File: config.mk
export PLATFORM = sky130hd
export DESIGN_NAME = bmm_ctrl
export DESIGN_NICKNAME = d
export VERILOG_FILES = /design/src/hw/rtl/bmm_pkg.sv /design/src/hw/rtl/bmm_ctrl.sv
export SDC_FILE = /design/constraint.sdc
export NUM_CORES = 1
export LEC_CHECK = 0
export ABC_AREA = 1
export BUFFER_PORTS_ARGS = -buffer_cell sky130_fd_sc_hd__buf_4
export CAP_MARGIN = 20
export CORE_AREA = 5 5 42 44
export DETAILED_ROUTE_END_ITERATION = 6
export DIE_AREA = 0 0 47 49
export HOLD_SLACK_MARGIN = 0.12
export PLACE_DENSITY_LB_ADDON = 0.15
export SYNTH_ARGS = -nofsm -noshare
export SYNTH_HDL_FRONTEND = slang
export SYNTH_SLANG_ARGS = --single-unit
File: constraint.sdc
create_clock -name clk -period 2.02 [get_ports clk]
set_input_delay 0.101 -clock clk [delete_from_list [all_inputs] [get_ports clk]]
set_output_delay 0.101 -clock clk [all_outputs]
set_load 0.02 [all_outputs]
File: src/hw/rtl/bmm_pkg.sv
// Package for the bipartite matching block: sizes, controller states and the
// command/status structs between controller and datapath. No dependencies.
package bmm_pkg;

	localparam int MAX_LEFT_DEF  = 64;
	localparam int MAX_RIGHT_DEF = 64;
	localparam int VTX_W         = 6;
	localparam int CNT_W         = 7;
	localparam int MATCH_W       = 6;
	localparam logic [CNT_W-1:0] LEFT_COUNT_RST = 7'd64;
	localparam logic [MATCH_W-1:0] MATCH_SAT    = 6'd63;

	localparam logic REQ_EDGE    = 1'b0;
	localparam logic REQ_COMPUTE = 1'b1;

	typedef enum logic [3:0] {
		ST_INIT,
		ST_IDLE,
		ST_EDGE,
		ST_ROOT,
		ST_RDROW,
		ST_SCAN,
		ST_PART,
		ST_COMMIT,
		ST_NEXT,
		ST_CLEAR,
		ST_REPORT
	} state_t;

	// Commands from the controller to the datapath.
	typedef struct packed {
		logic edge_wr;
		logic start_run;
		logic root_init;
		logic row_rd;
		logic scan;
		logic part_chk;
		logic commit_step;
		logic next_root;
		logic clear_step;
	} cmd_t;

	// Status from the datapath to the controller.
	typedef struct packed {
		logic roots_done;
		logic scan_fail;
		logic scan_free;
		logic stack_empty;
		logic commit_done;
		logic clear_done;
	} sts_t;

endpackage

File: src/hw/rtl/bmm_ctrl.sv
// Controller state machine of the bipartite matching block.
// Depends on bmm_pkg.
module bmm_ctrl (
	input  logic          clk,
	input  logic          arst_n,
	input  logic          start,
	input  logic          req_type,
	input  bmm_pkg::sts_t sts,
	output logic          busy,
	output logic          done,
	output bmm_pkg::cmd_t cmd
);
	import bmm_pkg::*;

	state_t state_q, state_nxt;

	// Hold state; clear the RAMs first after reset
	always_ff @(posedge clk or negedge arst_n) begin
		if (!arst_n) begin
			state_q <= ST_INIT;
		end else begin
			state_q <= state_nxt;
		end
	end

	// Next state
	always_comb begin
		state_nxt = state_q;
		case (state_q)
			ST_INIT: begin
				if (sts.clear_done) state_nxt = ST_IDLE;
			end
			ST_IDLE: begin
				if (start && req_type == REQ_COMPUTE) state_nxt = ST_ROOT;
				else if (start) state_nxt = ST_EDGE;
			end
			ST_EDGE: state_nxt = ST_IDLE;
			ST_ROOT: begin
				if (sts.roots_done) state_nxt = ST_CLEAR;
				else                state_nxt = ST_RDROW;
			end
			ST_RDROW: state_nxt = ST_SCAN;
			ST_SCAN: begin
				if (!sts.scan_fail) state_nxt = ST_PART;
				else if (sts.stack_empty) state_nxt = ST_NEXT;
				else state_nxt = ST_RDROW;
			end
			ST_PART: begin
				if (sts.scan_free) state_nxt = ST_COMMIT;
				else               state_nxt = ST_RDROW;
			end
			ST_COMMIT: begin
				if (sts.commit_done) state_nxt = ST_NEXT;
			end
			ST_NEXT: state_nxt = ST_ROOT;
			ST_CLEAR: begin
				if (sts.clear_done) state_nxt = ST_REPORT;
			end
			ST_REPORT: state_nxt = ST_IDLE;
			default: state_nxt = ST_IDLE;
		endcase
	end

	// Outputs
	always_comb begin
		cmd  = '0;
		busy = (state_q != ST_IDLE);
		done = 1'b0;
		case (state_q)
			ST_INIT:   cmd.clear_step = 1'b1;
			ST_IDLE: begin
				cmd.edge_wr   = start && req_type == REQ_EDGE;
				cmd.start_run = start && req_type == REQ_COMPUTE;
			end
			ST_ROOT:   cmd.root_init   = !sts.roots_done;
			ST_RDROW:  cmd.row_rd      = 1'b1;
			ST_SCAN:   cmd.scan        = 1'b1;
			ST_PART:   cmd.part_chk    = 1'b1;
			ST_COMMIT: cmd.commit_step = 1'b1;
			ST_NEXT:   cmd.next_root   = 1'b1;
			ST_CLEAR:  cmd.clear_step  = 1'b1;
			ST_REPORT: done            = 1'b1;
			default:   cmd             = '0;
		endcase
	end

	// Report only after the clearing sweep
	a_done_after_clear: assert property (@(posedge clk) disable iff (!arst_n)
		done |-> $past(state_q) == ST_CLEAR)
		else $error("report without clear");
	a_no_edge_busy: assert property (@(posedge clk) disable iff (!arst_n)
		busy |-> !cmd.edge_wr)
		else $error("edge write while busy");
	a_busy_after_compute: assert property (@(posedge clk) disable iff (!arst_n)
		cmd.start_run |=> busy)
		else $error("compute not started");
endmodule

Yosys cells after proc, flatten, opt, wreduce, memory -nomap -nowiden

Cells that the tools add are included.

Muxes and demuxes: 19
Bitwise operators: 1
Eq/ne operators: 14
Reduce and logical (&&, ||, !) cells: 6

Operators with widths:

| operator             | number |
|---|---|
| $pmux W4 S9          | 1 |
| $mux W4              | 8 |
| $eq A4 B3 Y1 const B | 4 |
| $eq A4 B4 Y1 const B | 3 |
| $mux W1              | 8 |
| $ne A2 B2 Y1 const B | 3 |
| $eq A4 B1 Y1 const B | 1 |
| $eq A4 B2 Y1 const B | 1 |
| $logic_not A4 Y1     | 1 |
| $mux W2              | 2 |
| $ne A4 B1 Y1 const B | 1 |
| $reduce_and A4 Y1    | 1 |
| $ne A3 B3 Y1 const B | 1 |
| $logic_and A1 B1 Y1  | 2 |
| $reduce_or A2 Y1     | 1 |
| $logic_not A1 Y1     | 1 |
| $not A1 Y1           | 1 |

Output and inout bits: 11
Word-level logic and storage cells: 41
Register bits after elaboration: 4
Input bits: 10

Logic depth before layout (Yosys ltp)

Depth after elaboration: 3
Depth in mapped cells: 9
Depth with buffers taken out: 8

Worst setup path before layout

Ideal clock, no wire load.

Path kind: reg-to-output
Start: register state_q[3]
End: output cmd[8] in the netlist's numbering
Stages on the path, launching flop included: 4
Data required time: 1919 ps
Slack: 665 ps
Data arrival time: 1254 ps
Buffers on the path: 0
Cell sequence: dfrtp_1 > nor2_2 > nand2_2 > nor3_1

RTL lines:

| element                  | RTL line       | RTL |
|---|---|---|
| start: declaration       | bmm_ctrl.sv:15 | `state_t state_q, state_nxt;` |
| start signal: assignment | bmm_ctrl.sv:22 | `state_q <= state_nxt;` |
| end: declaration         | bmm_ctrl.sv:11 | `output bmm_pkg::cmd_t cmd` |

==> flow_metrics.py <==
metrics = {
    "yosys": {
        "netlist_instances": 73,
        "synthTopCellsByArea": "dfrtp_1 23%, nand2_1 19%, nor2_1 8.7%",
        "synth_most_common_cell": "nand2_1",
        "synth-edff-count": 0,
        "yosysTopAreaCell": "dfrtp_1",
        "async_reset_ff_share_pct": 100,
        "synth_cell_types": 17,
        "synth-seq-cells": 4,
        "syn_area_sq_um": 432,
        "syn-num-nets": 83,
        "ys.flop_type": "dfrtp_1",
        "synth_common_cells": "22 x nand2_1, 10 x nor2_1, 9 x inv_1, 6 x nand3_1, 5 x nor2_2",
        "synth_top_area_share_pct": 23.2,
        "avgSynthCellArea_sq_um": 5.91,
        "ys_seq_area_share_pct": 23.2,
        "synth_warnings": 0,
    },
    "timing": {
        "finClkSkew_ns": 0.000315,
        "finalCritPeriodShare_pct": 77.3,
        "finalHoldViolCount": 0,
        "slew_headroom_pct": 79.9,
        "fin_tns_setup_ns": 0,
        "clock.fmax_ghz": 0.641,
        "drv_slew": 0,
        "worst_slew_pin_slew_ns": 0.301,
        "setup_viol_count_final": 0,
        "min_period_ns": 1.56,
        "fin_ws_ns": 0.460,
        "rsz0062_at_grt": "no",
    },
    "clock_network": {
        "clockBufferDepth": 2,
        "cts.clk_slew.worst_paths_ns": 0.04,
        "cts_tree": "done",
        "cts-buffers-inserted": 3,
        "cts_setup_buffers": 0,
        "cts_resized": 0,
        "cts-root-buf": "clkbuf_4",
        "clkLatencyLatePin_ns": 0.23,
        "cts_num_sinks": 4,
        "htreeDepth": 1,
    },
    "detailed_routing": {
        "drc": 0,
        "dr_total_vias": 500,
        "drtIter0Drc": 3,
        "dr.pass1.iters": 4,
        "ant_nets": 0,
        "via_per_inst": 4.46,
        "drt-total-wl_um": 1140,
        "post_drt_wl_per_cell_um": 10.2,
    },
    "global_route": {
        "grt_pass1_vias": 477,
        "grt_pass1_wl_um": 2020,
        "grt_max_degree": 11,
        "grt_usage_pct": 11.4,
        "overflow": 0,
        "antenna_found_initial": 0,
    },
    "finish": {
        "num_antenna_cells": 0,
        "drive_above_1_share_pct": 37.5,
        "regMostFlops": "state_q",
        "area.growth.synth_to_final_pct": 45.2,
        "regArea_sq_um": 100,
        "fillers": 165,
        "largest_reg_flops": 4,
        "reg_top3": "state_q x4",
        "nets": 108,
        "multi_input_area_sq_um": 287,
    },
    "run_status": {
        "status": "completed",
    },
    "worst_setup_path": {
        "r2r-end": "state_q[3]$_DFFE_PN0P_",
        "worstPathRequired_ns": 1.92,
        "r2r-start": "state_q[0]$_DFFE_PN0P_",
        "critPathMaxFanout": 7,
        "r2r_cells": 7,
        "crit_arrival_ns": 1.46,
        "crit_type": "reg -> out",
        "cp-startpoint": "state_q[3]$_DFFE_PN0P_",
        "end_kind": "output pin",
        "reg2reg_slack_ns": 0.69,
        "cp-endpoint": "cmd[6]",
        "crit_path_start_kind": "flip-flop",
    },
    "floorplan": {
        "fp.dieW_um": 47,
        "die_height_um": 49,
        "initial_utilization_pct": 30.8,
        "std_cell_rows": 14,
        "fp.coreArea_sq_um": 1400,
        "io_pins": 21,
        "die-area_sq_um": 2300,
    },
    "power": {
        "power_density_nw_per_um2": 1220,
        "leakagePower_nw": 0.373,
        "p_total_uw": 764,
        "ir_drop_uv": 566,
    },
    "place": {
        "routabilityCongestion": 0.753,
        "dpl.hpwl_um": 968,
        "portBuffers": 20,
        "pre_cts_slack_ns": 0.688,
    },
    "flow_run": {
        "maxCapViolCount": 0,
    },
    "hold_path": {
        "hold_start": "sts[1]",
        "hold_path.class": "in -> reg",
    },
}
==> power breakdown <==
| group | switching [mW] | internal (mW) |
|---|---|---|
| logic | 0.302 | 0.192 |
| clock network | 0.0292 | 0.0662 |
| registers | 0.0633 | 0.111 |
==> stage by stage <==
stage | utilization, % | area [sq um] | std cells | hold WS [ns]
2_1_floorplan | - | 432 | 73 | -0.195
3_3_place_gp | 42.4 | 594 | 108 | -0.0996
3_5_place_dp | 42.4 | 594 | 108 | -0.0994
4_1_cts | 44.7 | 627 | 112 | 0.169
5_1_grt | 44.7 | 627 | 112 | 0.197
6_report | 44.7 | 627 | 112 | 0.173
==> cell type report <==
cell class                      instances  share of cell area (%)
Clock buffer                            3                    3.59
Inverter                               10                    5.99
Multi-Input combinational cell         58                    45.7
Sequential cell                         4                    16.0
Tap cell                               16                    3.19
Timing Repair Buffer                   21                    25.5
==> logic make-up after synthesis <==
family	share of synthesized area, %
and+or+nand+nor	57.7
buffers and inverters	10.4
AOI/OAI and AO/OA	8.69
DFF	23.2
==> layout by cell type, fill, tap and decap left out <==
cell           Yosys  layout
inv_2              1       1
o2111ai_1          1       1
nor2_4             1       1
dlygate4sd3_1      0       1
o21ai_0            3       3
a21oi_1            1       1
nand3_1            6       6
dfrtp_1            4       4
nand2_1           22      22
buf_4              1      20
a21oi_2            1       1
nor2_1            10      10
nor2_2             5       5
nand2_2            2       2
inv_1              9       9
or2_2              1       1
nand2_4            2       2
clkbuf_4           0       3
nor3_1             3       3
==> critical path, cell delays in order (launching register included) <==
cell and delay [ns]:
dfrtp_1 0.46, nor2_2 0.24, nand2_1 0.07, or2_2 0.28
inv_1 0.06, buf_4 0.13
==> how the worst min path moves through the flow <==
stage,endpoint,cells past startpoint
finish,state_q[1]$_DFFE_PN0P_,4
global route,state_q[1]$_DFFE_PN0P_,4
CTS,state_q[1]$_DFFE_PN0P_,4
detailed placement,state_q[2]$_DFFE_PN0P_,1
global placement,state_q[2]$_DFFE_PN0P_,1
floorplan,state_q[0]$_DFFE_PN0P_,0
==> what timing repair did <==
| action | in CTS | in global routing |
|---|---|---|
| endpoints found under the setup margin | 0 | 0 |
| hold buffers | 1 | 0 |
| hold endpoints to repair | 4 | 0 |
==> routing by layer <==
metal / up-vias / global-route usage, % / wire, um
li1: 277 / - / -
met2: 9 / 16.5 / 577
met5: - / 0 / 0
met3: 0 / 1.11 / 60
met1: 214 / 16.8 / 504
met4: 0 / 4.15 / 0
No activity file was read; power rests on OpenSTA's default activity.
